## config.mk

```make
export PLATFORM = sky130hd
export DESIGN_NAME = prc_front
export DESIGN_NICKNAME = d
export VERILOG_FILES = /design/src/design/polar_rectangular_converter_unit_assert.svh /design/src/design/prc_pkg.sv /design/src/design/prc_front.sv
export SDC_FILE = /design/constraint.sdc
export NUM_CORES = 1
export LEC_CHECK = 0
export BUFFER_PORTS_ARGS = -buffer_cell sky130_fd_sc_hd__buf_2
export CAP_MARGIN = 40
export CORE_ASPECT_RATIO = 1.25
export CORE_MARGIN = 2
export CORE_UTILIZATION = 25
export CTS_CLUSTER_DIAMETER = 120
export DETAILED_ROUTE_END_ITERATION = 7
export PLACE_DENSITY = 0.39
export SLEW_MARGIN = 20
export SYNTH_ARGS = -nofsm -noshare
export SYNTH_HDL_FRONTEND = slang
export SYNTH_SLANG_ARGS = --single-unit
```

## constraint.sdc

```tcl
create_clock -name clk_i -period 3.55 [get_ports clk_i]
set_clock_uncertainty 0.2 [all_clocks]
set_input_delay 0.5325 -clock clk_i [delete_from_list [all_inputs] [get_ports clk_i]]
set_output_delay 0.5325 -clock clk_i [all_outputs]
set_load 0.005 [all_outputs]
```

## src/design/polar_rectangular_converter_unit_assert.svh

```systemverilog
// ----------------------------------------------------------------------------
// Assertion macros for the polar/rectangular converter
// Same-cycle and next-cycle implication checks on clk_i, disabled in reset.
// ----------------------------------------------------------------------------
`ifndef POLAR_RECTANGULAR_CONVERTER_UNIT_ASSERT_SVH
`define POLAR_RECTANGULAR_CONVERTER_UNIT_ASSERT_SVH

// ante holds -> cons holds in the same cycle
`define PRC_ASSERT(lbl, ante, cons, msg) \
  lbl: assert property (@(posedge clk_i) disable iff (!rst_ni) (ante) |-> (cons)) \
    else $error(msg);

// ante holds -> cons holds in the next cycle
`define PRC_ASSERT_NEXT(lbl, ante, cons, msg) \
  lbl: assert property (@(posedge clk_i) disable iff (!rst_ni) (ante) |=> (cons)) \
    else $error(msg);

`endif

```

## src/design/prc_pkg.sv

```systemverilog
// ----------------------------------------------------------------------------
// prc_pkg
// Shared constants, arctangent table and item types of the converter.
// ----------------------------------------------------------------------------
`timescale 1ns / 1ps

package prc_pkg;

  localparam int ROTATION_STEPS = 16;
  localparam int COORD_WIDTH    = 16;
  localparam int TABLE_LEN      = 24;
  localparam int STEP_W         = $clog2(TABLE_LEN);

  localparam int DATA_W   = 16;
  localparam int ANG_W    = 32;
  localparam int FIRST_W  = 17;
  localparam int SECOND_W = 16;
  localparam int HEIGHT_W = 16;

  // input LSB plus fraction bits, plus headroom for sqrt(2) * CORDIC gain
  localparam int VEC_W   = DATA_W + COORD_WIDTH + 3;
  localparam int GAIN_W  = 32;
  localparam int PROD_W  = DATA_W + GAIN_W + 1;
  localparam int RND_W   = VEC_W - COORD_WIDTH;
  localparam int MAG_W   = VEC_W - COORD_WIDTH + 7;
  localparam int MPROD_W = MAG_W + GAIN_W;
  localparam int RHO_SH  = 40;
  localparam int RHO_W   = MPROD_W - RHO_SH;

  localparam int IN_W  = ((3 * DATA_W + 7) / 8) * 8;
  localparam int OUT_W = ((FIRST_W + SECOND_W + HEIGHT_W + 7) / 8) * 8;

  // 1/K in Q32
  localparam logic [GAIN_W-1:0] GAIN_Q32 = 32'd2608131496;
  localparam logic [ANG_W-1:0]  ANG_PI   = 32'h8000_0000;

  // round(atan(2^-i) / pi * 2^31)
  localparam logic [ANG_W-1:0] ATAN_TAB [TABLE_LEN] = '{
    32'd536870912, 32'd316933406, 32'd167458907, 32'd85004756, 32'd42667331,
    32'd21354465,  32'd10679838,  32'd5340245,   32'd2670163,  32'd1335087,
    32'd667544,    32'd333772,    32'd166886,    32'd83443,    32'd41722,
    32'd20861,     32'd10430,     32'd5215,      32'd2608,     32'd1304,
    32'd652,       32'd326,       32'd163,       32'd81
  };

  typedef enum logic {
    KIND_CYL2RECT = 1'b0,
    KIND_RECT2CYL = 1'b1
  } kind_e;

  // vector travelling down the rotation chain
  typedef struct packed {
    kind_e                      kind;
    logic                       origin;
    logic signed [VEC_W-1:0]    x;
    logic signed [VEC_W-1:0]    y;
    logic [ANG_W-1:0]           z;
    logic [HEIGHT_W-1:0]        height;
  } vec_t;

  typedef struct packed {
    kind_e                      kind;
    logic                       origin;
    logic signed [FIRST_W-1:0]  first;
    logic signed [SECOND_W-1:0] second;
    logic [HEIGHT_W-1:0]        height;
  } res_t;

endpackage

```

## src/design/prc_front.sv

```systemverilog
// ----------------------------------------------------------------------------
// prc_front
// Gain pre-scale multiply and quadrant fold ahead of the rotation chain.
// ----------------------------------------------------------------------------
`timescale 1ns / 1ps

module prc_front (
  input  logic                              clk_i,
  input  logic                              rst_ni,
  input  logic                              in_valid_i,
  output logic                              in_ready_o,
  input  prc_pkg::kind_e                    in_kind_i,
  input  logic signed [prc_pkg::DATA_W-1:0] in_first_i,
  input  logic signed [prc_pkg::DATA_W-1:0] in_second_i,
  input  logic [prc_pkg::HEIGHT_W-1:0]      in_height_i,
  output logic                              out_valid_o,
  input  logic                              out_ready_i,
  output prc_pkg::vec_t                     out_vec_o
);
  import prc_pkg::*;

  localparam int PRE_SH = 32 - COORD_WIDTH;

  // stage A: operands and rho * (1/K)
  logic                       a_vld_q;
  kind_e                      a_kind_q;
  logic signed [DATA_W-1:0]   a_first_q, a_second_q;
  logic [HEIGHT_W-1:0]        a_height_q;
  logic signed [PROD_W-1:0]   a_prod_q, prod_d;
  logic                       a_rdy, b_rdy;

  // stage B: start vector
  logic                       b_vld_q;
  vec_t                       b_vec_q, vec_d;

  assign b_rdy      = !b_vld_q || out_ready_i;
  assign a_rdy      = !a_vld_q || b_rdy;
  assign in_ready_o = a_rdy;

  assign prod_d = PROD_W'(in_first_i) * $signed({1'b0, GAIN_Q32});

  always_ff @(posedge clk_i or negedge rst_ni) begin
    if (!rst_ni) begin
      a_vld_q <= 1'b0;
    end else if (a_rdy) begin
      a_vld_q <= in_valid_i;
    end
  end

  always_ff @(posedge clk_i) begin
    if (a_rdy && in_valid_i) begin
      a_kind_q   <= in_kind_i;
      a_first_q  <= in_first_i;
      a_second_q <= in_second_i;
      a_height_q <= in_height_i;
      a_prod_q   <= prod_d;
    end
  end

  always_comb begin
    logic signed [PROD_W-1:0] scaled;
    logic signed [VEC_W-1:0]  ax, ay;
    logic [ANG_W-1:0]         zc;
    scaled = a_prod_q >>> PRE_SH;
    ax     = VEC_W'(a_first_q) <<< COORD_WIDTH;
    ay     = VEC_W'(a_second_q) <<< COORD_WIDTH;
    zc     = {a_second_q, {(ANG_W - DATA_W){1'b0}}};

    vec_d        = '0;
    vec_d.kind   = a_kind_q;
    vec_d.height = a_height_q;
    vec_d.origin = (a_kind_q == KIND_RECT2CYL) && (a_first_q == '0) && (a_second_q == '0);
    if (a_kind_q == KIND_CYL2RECT) begin
      vec_d.x = VEC_W'(scaled);
      vec_d.y = '0;
      vec_d.z = zc;
      // beyond a quarter turn: negate and step back by pi
      if (zc[ANG_W-1] ^ zc[ANG_W-2]) begin
        vec_d.x = -VEC_W'(scaled);
        vec_d.z = zc ^ ANG_PI;
      end
    end else begin
      vec_d.x = ax;
      vec_d.y = ay;
      vec_d.z = '0;
      // left half-plane: mirror through the origin, start at pi
      if (a_first_q[DATA_W-1]) begin
        vec_d.x = -ax;
        vec_d.y = -ay;
        vec_d.z = ANG_PI;
      end
    end
  end

  always_ff @(posedge clk_i or negedge rst_ni) begin
    if (!rst_ni) begin
      b_vld_q <= 1'b0;
    end else if (b_rdy) begin
      b_vld_q <= a_vld_q;
    end
  end

  always_ff @(posedge clk_i) begin
    if (b_rdy && a_vld_q) begin
      b_vec_q <= vec_d;
    end
  end

  assign out_valid_o = b_vld_q;
  assign out_vec_o   = b_vec_q;

endmodule

```

# ---- After elaboration in Yosys (flattened, before gate mapping)
# Cells that the tools add are included.
dict set report totals {
  latch_bits 0
  output_inout_bits 122
  word_cells 35
  input_bits 53
  register_bits 217
  rom_bits 0
  ramBits 0
  mem_count 0
}
dict set report op_classes {
  reduce_logical 11
  muxes 4
  addsub 3
  bitwise_logic 2
  div 0
  shifts 0
  mul 1
  magnitude_cmp 0
  eq_ne 0
}
# op count
set op_table {}
lappend op_table {{102-bit 2-to-1 mux} 2}
lappend op_table {{32-bit negation with 35-bit output} 2}
lappend op_table {{16-bit by 30-bit multiplier with 46-bit output (second input constant)} 1}
lappend op_table {{35-bit 2-to-1 mux} 1}
lappend op_table {{33-bit negation with 35-bit output} 1}
lappend op_table {{16-bit logical NOT} 2}
lappend op_table {{32-bit 2-to-1 mux} 1}
lappend op_table {{1-bit logical AND} 4}
lappend op_table {{1-bit logical NOT} 2}
lappend op_table {{1-bit logical OR} 2}
lappend op_table {{2-bit AND reduction} 1}
lappend op_table {{1-bit inverter} 1}
lappend op_table {{1-bit XOR} 1}

# ---- Depth between registers and ports, before layout
dict set report logic_depth {
  word_depth 4
  depth_mapped 21
  ltp_nobuf 21
}

# ---- Worst setup path after synthesis
# Ideal clock, no wire load.
dict set report synth_path {
  path_type {input port to flip-flop}
  startpoint {in in_first_i[13] (netlist name)}
  endpoint {reg a_prod_q[48] (data pin)}
  path_buffers 0
  required_time_ns 3.087
  setup_time_ns 0.263
  path_stages 19
  arrival_ns 5.725
  setup_slack_ns -2.637
  cell_sequence {fa_1 -> inv_1 -> fa_1 -> fa_1 -> inv_1 -> fa_1 -> fa_1 -> inv_1 -> fa_1 -> inv_1 -> ha_1 -> a21o_1 -> a21oi_1 -> o221ai_1 -> a22oi_1 -> a21oi_1 -> a211o_1 -> a311oi_1 -> xnor2_1}
}
dict set report synth_between {
  elab_chain_len 1
}
# item line_no
set synth_lines {}
lappend synth_lines {{from (decl)} prc_front.sv:13} ;# input logic signed [prc_pkg::DATA_W-1:0] in_first_i,
lappend synth_lines {{16-bit by 30-bit multiplier with 46-bit output} prc_front.sv:40} ;# assign prod_d = PROD_W'(in_first_i) * $signed({1'b0, GAIN_Q32});
lappend synth_lines {{via prod_d[48]} prc_front.sv:29} ;# logic signed [PROD_W-1:0] a_prod_q, prod_d;
lappend synth_lines {{to (signal assigned)} prc_front.sv:56} ;# a_prod_q <= prod_d;
lappend synth_lines {{to (decl)} prc_front.sv:29}
# The timed path passes the listed nets, and every way through them passes these cells.
# A chain may end at the register's enable or synchronous reset.

# ---- Worst setup path after layout
dict set report layout_path {
  startpoint {in in_first_i[11] (netlist name)}
  endpoint {reg a_prod_q[47] (data pin)}
}
# The elaborated chain is that of the path after synthesis.

==> flow_summary.yaml <==
outcome:
  status: "finished with violations"
  violations: "negative setup slack"
sta:
  worst_pin_slew_ns: 0.542
  tns_ns: -59.00
  finalCritPeriodShare_pct: 158
  rsz0062_at_grt: "true"
  hold_ws_ns: 0.0690
  setup_viol: 33
  final.min_clock_period_ns: 5.59
  max-slew-margin-rel_pct: 63.9
  postLayoutSetupSlackWorst_ns: -2.04
  hold_violations: 0
  fmax_mhz: 179
  slew_viol_final: 0
worst_hold_path:
  hold_path_class: "input pin to flop"
floorplanning:
  num_rows: 100
  die-area_um2: 62200
  core_um2: 59600
  die_x_um: 223
  pin_count: 175
  initial_core_util_pct: 25.3
  chipHeight_um: 278
critical_path:
  cp.arrival_ns: 5.57
  critPathRequiredTime_ns: 3.53
  path_max_fanout: 5
  end_kind: "flop"
  cp-start-kind: "input pin"
  worstSetupPathType: "input pin to flop"
synth:
  synthCells: 1293
  yosys.area.top_type: "edfxtp_1"
  synthTopCellsByCount: "inv_1, fa_1, edfxtp_1, ha_1"
  ys_warn_count: 0
  synth_top_area_share_pct: 33.9
  synth.distinct_cells: 60
  syn_area_per_cell_um2: 11.6
  ys_ff_latch: 172
  ys_seq_area_share_pct: 34.3
  async_reset_ff_share_pct: 1.16
  synthesis.area_um2: 15100
  synth_ff_type: "edfxtp_1"
  synth_edf_count: 170
  ys_top_cells_by_area: "edfxtp_1, fa_1, ha_1"
  synthMostInstantiatedCell: "inv_1"
grt:
  antenna_found_initial: 1
  grt_pass1_vias: 11300
  grt_pass1_wl_mm: 66.0
  grt_util_all_layers_pct: 14.1
  grt_max_degree: 89
  grt-ovfl-total: 0
finish:
  layout-drive-gt1-share_pct: 36.0
  final_util_pct: 34.2
  fin_nets: 2103
  antenna_cells: 0
  area_delta_synth_final_pct: 35.2
  n_fill_cell: 6052
clock_network:
  worstSkewPairLatency_ns: 0.44
  cts_max_path_buffers: 2
  cts_buffers: 17
  cts_sinks: 172
  htree_levels: 4
  root_buffer: "clkbuf_16"
  cts_tree: "done"
  clk_pin_slew_ns: 0.06
detailed_routing:
  antenna_left: 0
  via_per_inst: 4.10
  vias: 10200
  drt_iter0_drc: 352
  drtPass1Iterations: 6
  drc: 0
  routedWlPerCell_um: 17.2
  wirelength_mm: 42.7
placed_design:
  port_buffers: 142
  gp_congestion: 0.913
  place_hpwl_mm: 36.9
flow_run:
  maxCapViolCount: 0
-- kinds of logic (layout without fill, tap and decap cells) --
group	Yosys count	count (layout)	share of synthesized area [%]
adder cells (fa/ha/maj)	343	343	37.3
other	1	32	0.0249
AND/OR/NAND/NOR	201	201	6.91
AO/OA/AOI/OAI	165	165	7.18
flip-flops	172	172	34.3
multiplexers	4	4	0.266
XOR/XNOR	89	89	5.23
buffers and inverters	318	713	8.80
-- state kept, by name (all words and copies together) (netlist names) --
name	cells
out_valid_o	1
out_vec_o	88
a_first_q	16
a_kind_q	1
a_prod_q	33
a_vld_q	1
a_height_q	16
a_second_q	16
-- placed cells by master, fill, tap and decap left out, types with 28 or more instances in the layout --
cell type  synthesis  final
edfxtp_1         170    170
o21ai_0           38     28
fa_2               0     29
buf_4             32    238
inv_1            268    235
buf_2              2    128
xnor2_1           51     47
inv_2              0     28
xor2_1            37     34
nor2_1            51     48
ha_1             166    131
buf_6              1     34
nand2_1           49     41
ha_4               0     30
fa_1             177    148
conb_1             1     32
-- per-layer routing --
metal	vias to the layer above	track usage (%)	routed length, µm
met1	4945	17.4	18400
met2	173	25.9	22100
met3	35	1.51	1260
met5	-	0	0
li1	5020	-	-
met4	0	3.98	936
-- critical path, stage by stage --
cell and delay, ns:
buf_12 0.12, inv_6 0.03, fa_2 0.62, fa_2 0.46
fa_1 0.51, inv_2 0.04, fa_1 0.44, fa_1 0.49
inv_1 0.05, fa_1 0.49, inv_2 0.05, ha_4 0.27
and3_4 0.17, and4_4 0.23, nand2_4 0.05, a211o_4 0.34
a21oi_4 0.18, a21o_1 0.21, a311oi_2 0.12, xnor2_1 0.15
-- cell type report --
type                            count  area, µm²  area share [%]
Timing Repair Buffer              414       3070            15.1
Inverter                          268       1030            5.04
Clock buffer                       20        437            2.15
Multi-Input combinational cell    834       9590            47.1
Clock inverter                     11        123           0.602
Sequential cell                   172       5150            25.3
Tap cell                          765        957            4.70
-- what timing repair did --
action / CTS / global route
hold buffers: 1 / 0
resized for setup: 142 / 60
pin swaps: 94 / 68
hold endpoints to repair: 2 / 0
cloned: 0 / 0
setup endpoints to repair: 33 / 33
setup buffers: 26 / 18
-- final timing paths --
check,startpoint,to,slack [ns],cells past startpoint
max in group asynchronous,rst_ni,out_valid_o$_DFFE_PN0P_,2.83,2
worst max register to register,a_prod_q[23]$_DFFE_PP_,out_vec_o[112]$_DFFE_PP_,0.27,8
min in group asynchronous,rst_ni,a_vld_q$_DFFE_PN0N_,0.23,2
worst max-delay path,in_first_i[11],a_prod_q[47]$_DFFE_PP_,-2.04,20
worst min register to register,a_height_q[10]$_DFFE_PP_,out_vec_o[10]$_DFFE_PP_,0.22,0
worst min-delay path,in_height_i[12],a_height_q[12]$_DFFE_PP_,0.07,1
-- stage by stage --
step	cell area [µm²]	cells	setup slack, ns
after floorplan	15600	1324	-2.08
after global placement	18700	2414	-2.76
after detailed placement	18700	2414	-2.77
after CTS	20000	2469	-2.08
after global routing	20400	2484	-2.19
final	20400	2484	-2.04
Power is not shown: default switching activity piles up to over one toggle a cycle in this logic, so the estimate is an artifact.
