===== src/design/polar_rectangular_converter_unit_assert.svh =====
// ----------------------------------------------------------------------------
// Assertion macros for the polar/rectangular converter
// Same-cycle and next-cycle implication checks on clk_i, disabled in reset.
// ----------------------------------------------------------------------------
`ifndef POLAR_RECTANGULAR_CONVERTER_UNIT_ASSERT_SVH
`define POLAR_RECTANGULAR_CONVERTER_UNIT_ASSERT_SVH

// ante holds -> cons holds in the same cycle
`define PRC_ASSERT(lbl, ante, cons, msg) \
  lbl: assert property (@(posedge clk_i) disable iff (!rst_ni) (ante) |-> (cons)) \
    else $error(msg);

// ante holds -> cons holds in the next cycle
`define PRC_ASSERT_NEXT(lbl, ante, cons, msg) \
  lbl: assert property (@(posedge clk_i) disable iff (!rst_ni) (ante) |=> (cons)) \
    else $error(msg);

`endif


===== src/design/prc_pkg.sv =====
// ----------------------------------------------------------------------------
// prc_pkg
// Shared constants, arctangent table and item types of the converter.
// ----------------------------------------------------------------------------
`timescale 1ns / 1ps

package prc_pkg;

  localparam int ROTATION_STEPS = 16;
  localparam int COORD_WIDTH    = 16;
  localparam int TABLE_LEN      = 24;
  localparam int STEP_W         = $clog2(TABLE_LEN);

  localparam int DATA_W   = 16;
  localparam int ANG_W    = 32;
  localparam int FIRST_W  = 17;
  localparam int SECOND_W = 16;
  localparam int HEIGHT_W = 16;

  // input LSB plus fraction bits, plus headroom for sqrt(2) * CORDIC gain
  localparam int VEC_W   = DATA_W + COORD_WIDTH + 3;
  localparam int GAIN_W  = 32;
  localparam int PROD_W  = DATA_W + GAIN_W + 1;
  localparam int RND_W   = VEC_W - COORD_WIDTH;
  localparam int MAG_W   = VEC_W - COORD_WIDTH + 7;
  localparam int MPROD_W = MAG_W + GAIN_W;
  localparam int RHO_SH  = 40;
  localparam int RHO_W   = MPROD_W - RHO_SH;

  localparam int IN_W  = ((3 * DATA_W + 7) / 8) * 8;
  localparam int OUT_W = ((FIRST_W + SECOND_W + HEIGHT_W + 7) / 8) * 8;

  // 1/K in Q32
  localparam logic [GAIN_W-1:0] GAIN_Q32 = 32'd2608131496;
  localparam logic [ANG_W-1:0]  ANG_PI   = 32'h8000_0000;

  // round(atan(2^-i) / pi * 2^31)
  localparam logic [ANG_W-1:0] ATAN_TAB [TABLE_LEN] = '{
    32'd536870912, 32'd316933406, 32'd167458907, 32'd85004756, 32'd42667331,
    32'd21354465,  32'd10679838,  32'd5340245,   32'd2670163,  32'd1335087,
    32'd667544,    32'd333772,    32'd166886,    32'd83443,    32'd41722,
    32'd20861,     32'd10430,     32'd5215,      32'd2608,     32'd1304,
    32'd652,       32'd326,       32'd163,       32'd81
  };

  typedef enum logic {
    KIND_CYL2RECT = 1'b0,
    KIND_RECT2CYL = 1'b1
  } kind_e;

  // vector travelling down the rotation chain
  typedef struct packed {
    kind_e                      kind;
    logic                       origin;
    logic signed [VEC_W-1:0]    x;
    logic signed [VEC_W-1:0]    y;
    logic [ANG_W-1:0]           z;
    logic [HEIGHT_W-1:0]        height;
  } vec_t;

  typedef struct packed {
    kind_e                      kind;
    logic                       origin;
    logic signed [FIRST_W-1:0]  first;
    logic signed [SECOND_W-1:0] second;
    logic [HEIGHT_W-1:0]        height;
  } res_t;

endpackage


===== src/design/prc_back.sv =====
// ----------------------------------------------------------------------------
// prc_back
// Rounding, saturation and gain removal of the magnitude; result register.
// ----------------------------------------------------------------------------
`timescale 1ns / 1ps

module prc_back (
  input  logic           clk_i,
  input  logic           rst_ni,
  input  logic           in_valid_i,
  output logic           in_ready_o,
  input  prc_pkg::vec_t  in_vec_i,
  output logic           out_valid_o,
  input  logic           out_ready_i,
  output prc_pkg::res_t  out_res_o
);
  import prc_pkg::*;

  localparam int MAG_SH = COORD_WIDTH - 8;

  // stage C
  logic                        c_vld_q, c_rdy;
  kind_e                       c_kind_q;
  logic                        c_origin_q;
  logic signed [FIRST_W-1:0]   c_first_q, first_d;
  logic signed [SECOND_W-1:0]  c_second_q, second_d;
  logic [MPROD_W-1:0]          c_prod_q, prod_d;
  logic [HEIGHT_W-1:0]         c_height_q;

  // stage D
  logic                        d_vld_q, d_rdy;
  res_t                        d_res_q, res_d;

  assign d_rdy      = !d_vld_q || out_ready_i;
  assign c_rdy      = !c_vld_q || d_rdy;
  assign in_ready_o = c_rdy;

  always_comb begin
    logic signed [VEC_W-1:0] xv, yv, xr, yr, tf;
    logic [RND_W-1:0]        xn, yn;
    logic [MAG_W-1:0]        mag;
    logic [ANG_W-1:0]        zr;
    xv = in_vec_i.x;
    yv = in_vec_i.y;
    xr = (xv + (VEC_W'(1) <<< (COORD_WIDTH - 1))) >>> COORD_WIDTH;
    yr = (yv + (VEC_W'(1) <<< (COORD_WIDTH - 1))) >>> COORD_WIDTH;
    xn = xr[RND_W-1:0];
    yn = yr[RND_W-1:0];
    tf = xv >>> MAG_SH;
    mag = tf[VEC_W-1] ? '0 : tf[MAG_W-1:0];
    zr  = in_vec_i.z + (ANG_W'(1) << (ANG_W - SECOND_W - 1));

    prod_d = MPROD_W'(mag) * MPROD_W'(GAIN_Q32);

    // clamp when the bits above the target sign disagree with it
    if (xn[RND_W-1:FIRST_W-1] == '0 || xn[RND_W-1:FIRST_W-1] == '1) begin
      first_d = xn[FIRST_W-1:0];
    end else begin
      first_d = {xn[RND_W-1], {(FIRST_W - 1){!xn[RND_W-1]}}};
    end

    if (in_vec_i.kind == KIND_RECT2CYL) begin
      second_d = zr[ANG_W-1:ANG_W-SECOND_W];
    end else if (yn[RND_W-1:SECOND_W-1] == '0 || yn[RND_W-1:SECOND_W-1] == '1) begin
      second_d = yn[SECOND_W-1:0];
    end else begin
      second_d = {yn[RND_W-1], {(SECOND_W - 1){!yn[RND_W-1]}}};
    end
  end

  always_ff @(posedge clk_i or negedge rst_ni) begin
    if (!rst_ni) begin
      c_vld_q <= 1'b0;
    end else if (c_rdy) begin
      c_vld_q <= in_valid_i;
    end
  end

  always_ff @(posedge clk_i) begin
    if (c_rdy && in_valid_i) begin
      c_kind_q   <= in_vec_i.kind;
      c_origin_q <= in_vec_i.origin;
      c_first_q  <= first_d;
      c_second_q <= second_d;
      c_prod_q   <= prod_d;
      c_height_q <= in_vec_i.height;
    end
  end

  always_comb begin
    logic [MPROD_W-1:0] rs;
    logic [RHO_W-1:0]   rho;
    rs  = c_prod_q + (MPROD_W'(1) << (RHO_SH - 1));
    rho = rs[MPROD_W-1:RHO_SH];

    res_d        = '0;
    res_d.kind   = c_kind_q;
    res_d.origin = c_origin_q;
    res_d.height = c_height_q;
    res_d.second = c_second_q;
    if (c_kind_q == KIND_CYL2RECT) begin
      res_d.first = c_first_q;
    end else if (rho[RHO_W-1:FIRST_W-1] != '0) begin
      res_d.first = {1'b0, {(FIRST_W - 1){1'b1}}};
    end else begin
      res_d.first = FIRST_W'(rho);
    end
    if (c_origin_q) begin
      res_d.first  = '0;
      res_d.second = '0;
    end
  end

  always_ff @(posedge clk_i or negedge rst_ni) begin
    if (!rst_ni) begin
      d_vld_q <= 1'b0;
    end else if (d_rdy) begin
      d_vld_q <= c_vld_q;
    end
  end

  always_ff @(posedge clk_i) begin
    if (d_rdy && c_vld_q) begin
      d_res_q <= res_d;
    end
  end

  assign out_valid_o = d_vld_q;
  assign out_res_o   = d_res_q;

endmodule


===== config.mk =====
export PLATFORM = sky130hd
export DESIGN_NAME = prc_back
export DESIGN_NICKNAME = d
export VERILOG_FILES = /design/src/design/polar_rectangular_converter_unit_assert.svh /design/src/design/prc_pkg.sv /design/src/design/prc_back.sv
export SDC_FILE = /design/constraint.sdc
export NUM_CORES = 1
export LEC_CHECK = 0
export BUFFER_PORTS_ARGS = -buffer_cell sky130_fd_sc_hd__clkbuf_2
export CAP_MARGIN = 20
export CORE_MARGIN = 8
export CORE_UTILIZATION = 40
export CTS_BUF_LIST = sky130_fd_sc_hd__clkbuf_2
export DETAILED_ROUTE_END_ITERATION = 7
export PLACE_DENSITY = 0.58
export SYNTH_ARGS = -nofsm -noshare
export SYNTH_HDL_FRONTEND = slang
export SYNTH_SLANG_ARGS = --single-unit

===== constraint.sdc =====
create_clock -name clk_i -period 5.84 [get_ports clk_i]
set_clock_uncertainty 0.1 [all_clocks]
set_input_delay 0.292 -clock clk_i [delete_from_list [all_inputs] [get_ports clk_i]]
set_output_delay 0.292 -clock clk_i [all_outputs]
set_load 0.02 [all_outputs]

==> Word level (Yosys, flattened, before mapping) <==
Index checks and enable logic that the tools add are counted.
{ "op_classes": {"muxes": 6, "n_eq_ne": 2, "div": 0, "bitwise_logic": 0, "n_addsub": 4, "mul": 1, "n_reduce_logical": 13, "shift": 0, "magnitude_cmp": 0} }
{ "op_table": {"columns": ["cell", "count"], "rows": [
  ["$add 35x17->35 const B", 2],
  ["$add 58x40->58 const B", 1],
  ["$mul 26x29->55 const B", 1],
  ["$mux 17", 3],
  ["$add 32x16->32 const B", 1],
  ["$mux 16", 2],
  ["$mux 26", 1],
  ["$eq 4x4->1 const B", 1],
  ["$logic_not 1->1", 4],
  ["$logic_not 4->1", 1],
  ["$logic_or 1x1->1", 4],
  ["$eq 3x3->1 const B", 1],
  ["$logic_not 3->1", 1],
  ["$logic_and 1x1->1", 2],
  ["$reduce_bool 2->1", 1]
]} }
{ "word_totals": {"memories": 0, "out_inout_bits": 53, "latch_bits": 0, "register_bits": 159, "rom_bits": 0, "mem_bits_rw": 0, "input_bits": 124} }

==> Logic depth before layout (Yosys ltp) <==
{ "logic_depth": {"ltp_word": 5, "ltp_mapped": 28} }

==> Least setup slack after synthesis <==
OpenSTA, ideal clock, no wires.
{ "synth_timing": {"path_type": "input to register", "start": "in in_vec_i[117] in the netlist's numbering", "end": "reg c_prod_q[57], data pin", "slack_ns": -1.383, "path_stages": 25, "arrival_ns": 6.863, "setup_ns": 0.260, "n_path_buf": 3, "path_cell_list": "buf_6 -> clkbuf_1 -> clkbuf_1 -> nor2b_1 -> ha_1 -> inv_1 -> fa_1 -> inv_1 -> fa_1 -> fa_1 -> fa_1 -> fa_1 -> inv_1 -> fa_1 -> inv_1 -> ha_1 -> nand4_2 -> nor4_2 -> nand2_1 -> a2111oi_4 -> nor3_2 -> o31ai_4 -> a31o_2 -> a21oi_1 -> xnor2_1"} }
{ "synth_via": {"elab_chain_cells": 2} }
{ "synth_rtl": {"columns": ["element", "line_no", "text"], "rows": [
  ["from (decl)", "prc_back.sv:12", "input prc_pkg::vec_t in_vec_i,"],
  ["$mux 26", "prc_back.sv:50", "mag = tf[VEC_W-1] ? '0 : tf[MAG_W-1:0];"],
  ["$mul 26x29->55", "prc_back.sv:53", "prod_d = MPROD_W'(mag) * MPROD_W'(GAIN_Q32);"],
  ["net prod_d[57]", "prc_back.sv:27", "logic [MPROD_W-1:0] c_prod_q, prod_d;"],
  ["to (signal assigned)", "prc_back.sv:85", "c_prod_q <= prod_d;"],
  ["to (decl)", "prc_back.sv:27", null]
]} }
The timed path passes the listed nets, and every way through them passes these cells.
A chain may end at the register's enable or synchronous reset.

==> Worst setup path after layout <==
{ "layout_timing": {"start": "in in_vec_i[117] in the netlist's numbering", "end": "reg c_prod_q[46], data pin"} }
The elaborated chain is that of the path after synthesis.

==> impl_metrics.json <==
{
  "run_status": "complete, but fails checks",
  "violated_checks": "setup timing",
  "grt_pass1_vias": 15600,
  "max_slew.worst_pin.slew_ns": 1.06,
  "cts_tree": "yes",
  "postRouteWirelength_mm": 57.8,
  "worstSetupPathDepth": 27,
  "root_buffer": "sky130_fd_sc_hd__clkbuf_2",
  "first_iter_violations": 870,
  "detail_placement_hpwl_mm": 50.8,
  "crit_path_frequent_cell": "sky130_fd_sc_hd__fa_1",
  "crit_required_ns": 6.18,
  "final_antenna_net_count": 0,
  "coreArea_um2": 46600,
  "cp_top_family": "adder cells",
  "crit_path_max_fanout": 7,
  "timing.rr.end": "out_res_o[39]",
  "finalHoldViolations": 0,
  "io_pins": 177,
  "fin_crit_sh": 1.09,
  "number_of_vias_per_cell": 4.93,
  "async_reset_ff_frac": 0.0163,
  "route.met2.wl_mm": 28.1,
  "dr_vias": 14600,
  "max_freq_mhz": 158,
  "critPathLaunch": "in_vec_i[117]",
  "initial_utilization": 0.405,
  "layout_commonest_cell": "sky130_fd_sc_hd__inv_1",
  "synth_edf_count": 121,
  "layout-drive-gt1-share": 0.301,
  "syn_avg_cell_area_um2": 10.4,
  "sequential_cell_area_um2": 3680,
  "synth-main-ff-cell": "sky130_fd_sc_hd__edfxtp_1",
  "yosys_warnings": 0,
  "cp_launch_type": "primary input",
  "setup_slack_ns": -0.497,
  "routedWlPerCell_um": 19.6,
  "synth.top_cells.by_area": "sky130_fd_sc_hd__fa_1 33%, sky130_fd_sc_hd__edfxtp_1 19%, sky130_fd_sc_hd__ha_1 17%",
  "timing.reg2reg.setup_slack_ns": 3.46,
  "syn2layout_area_growth_pct": 30.4,
  "synth.cell_area_um2": 18900,
  "drc": 0,
  "worst-setup-path-type": "in2reg",
  "grt_first_pass_wirelength_mm": 87.8,
  "nNetsFinal": 3019,
  "grt.total_usage": 0.213,
  "gpl.final_weighted_congestion": 0.965,
  "grt_start_max_net_pins": 71,
  "slew_viol_final": 0,
  "setup_repair_after_global_routing_missed_its_margin": "yes",
  "setup_violations": 18,
  "worstSkewPairLatency_ns": 0.68,
  "tritoncts_num_sinks": 123,
  "global_route.overflow_total": 0,
  "io_buffers": 138,
  "finalHoldWorstSlack_ns": 0.0905,
  "fp.dieArea_um2": 54400,
  "slowest_stage": "sky130_fd_sc_hd__fa_1",
  "max_cap_viol_count": 0,
  "clkSlewWorstSetupHoldPaths_ns": 0.21,
  "footprint_of_the_multi_input_gates_um2": 14100,
  "synth_cell_type_count": 63,
  "num_rows": 79,
  "postSynthNetCount": 2505,
  "yosysTopAreaCellShare": 0.329,
  "wirelength_met1_mm": 23.7,
  "period_minus_slack_ns": 6.34,
  "ys_ff_latch": 123,
  "yosys.area.top_type": "sky130_fd_sc_hd__fa_1",
  "htree_num_levels": 4,
  "critical_path_buf_inv_count": 10,
  "critical_path.endpoint_type": "register",
  "fp.dieH_um": 233,
  "antenna_violations_before_repair": 1,
  "timing.hold.worst.class": "in2reg",
  "crit_arrival_ns": 6.68,
  "detailroute.wirelength.met3_mm": 3.89,
  "die_w_um": 233,
  "drtPass1Iterations": 5,
  "cts_made_buffers": 17,
  "fillers": 4177,
  "worstSetupEndpoint": "c_prod_q[46]",
  "topRoutingLayerUsed": "met4",
  "worst_slew_margin_rel": 0.293,
  "mostFrequentLayoutCells": "434 x sky130_fd_sc_hd__inv_1, 307 x sky130_fd_sc_hd__buf_4, 272 x sky130_fd_sc_hd__fa_1",
  "syn_inst": 1818,
  "cp_slowest_stage_delay_ns": 0.59,
  "cts-root-to-sink-buffers": 2,
  "r2r_cells": 10,
  "synth_seq_area_share": 0.195,
  "reg2reg_from": "c_prod_q[41]"
}
## layout make-up
| cell class | instances | share of cell area |
|---|---|---|
| Clock inverter | 15 | 0.00697 |
| Clock buffer | 17 | 0.00346 |
| Sequential cell | 123 | 0.150 |
| Timing Repair Buffer | 524 | 0.160 |
| Multi-Input combinational cell | 1175 | 0.573 |
| Antenna cell | 2 | 0.000203 |
| Inverter | 491 | 0.0760 |
| Tap cell | 607 | 0.0309 |
## tightest hold or removal path, stage by stage
cell and delay (ns):
sky130_fd_sc_hd__clkbuf_2 0.13, sky130_fd_sc_hd__buf_4 0.15, sky130_fd_sc_hd__xnor2_1 0.07, sky130_fd_sc_hd__o21ai_1 0.11
## sequential cells by signal, summed over array words and instances (netlist names)
| register | count |
|---|---|
| c_kind_q | 1 |
| c_vld_q | 1 |
| out_res_o | 51 |
| c_prod_q | 19 |
| c_first_q | 17 |
| out_valid_o | 1 |
| c_second_q | 16 |
| c_origin_q | 1 |
| c_height_q | 16 |
## how the worst min path moves through the flow
stage                        from             to  slack, ns  depth (start not counted)
detailed placement         rst_ni    out_valid_o      -0.02                          1
finish              in_vec_i[112]  c_first_q[13]       0.09                          4
CTS                  in_vec_i[33]  c_second_q[1]       0.01                          3
floorplan                  rst_ni        c_vld_q      -0.10                          0
global placement           rst_ni    out_valid_o      -0.02                          1
global route        in_vec_i[116]  c_first_q[16]       0.02                          4
## cells in the mapped netlist, drive strengths merged (3+ instances only)
library cell  number
ha               253
o21bai            11
nand3b             4
o21a               4
and3              17
nor3               6
o21ai             46
clkbuf            22
a311oi             4
nand4             20
a211oi            17
o31ai              3
nor4               3
o221ai            13
nand2             64
edfxtp           121
and2               7
inv              491
o211ai             6
xor2              52
nor2b             34
nor2              66
buf                7
xnor2             44
a21oi             55
a31oi             12
nand3             43
or2                5
nand2b            23
a21o              26
fa               310
## stage by stage
stage	setup WS (ns)	setup TNS [ns]	instance area, um2	utilization	std cells
final	-0.497	-6.06	24600	0.528	2954
after global routing	-0.613	-8.28	24600	0.528	2953
after CTS	-0.399	-4.44	24200	0.520	2930
after detailed placement	-1.42	-22.75	22900	0.492	2817
after global placement	-1.31	-21.13	22900	0.492	2817
after floorplan	-0.896	-12.76	19500	-	1818
## cell families (layout without fill, tap and decap cells)
kind of cell | Yosys count | in the layout | share of synthesized area
simple gates | 301 | 301 | 0.0819
fa+ha+maj | 563 | 563 | 0.497
buf+inv | 520 | 1047 | 0.104
compound gates | 215 | 215 | 0.0772
flops | 123 | 123 | 0.195
other cells | 0 | 2 | 0
xor+xnor | 96 | 96 | 0.0446
## per-layer routing
metal | GRT usage | vias up
met3 | 0.0412 | 94
met1 | 0.265 | 7234
met4 | 0.0717 | 0
met2 | 0.367 | 406
li1 | - | 6823
met5 | 0 | -
## what timing repair did
action,CTS,global route
endpoints found under the setup margin,18,19
endpoints found under the hold margin,41,0
hold buffers,60,0
cloned,2,1
resized for setup,81,54
buffers inserted,19,20
pin swaps,81,90
Power is not shown: default switching activity piles up to over one toggle a cycle in this logic, so the estimate is an artifact.
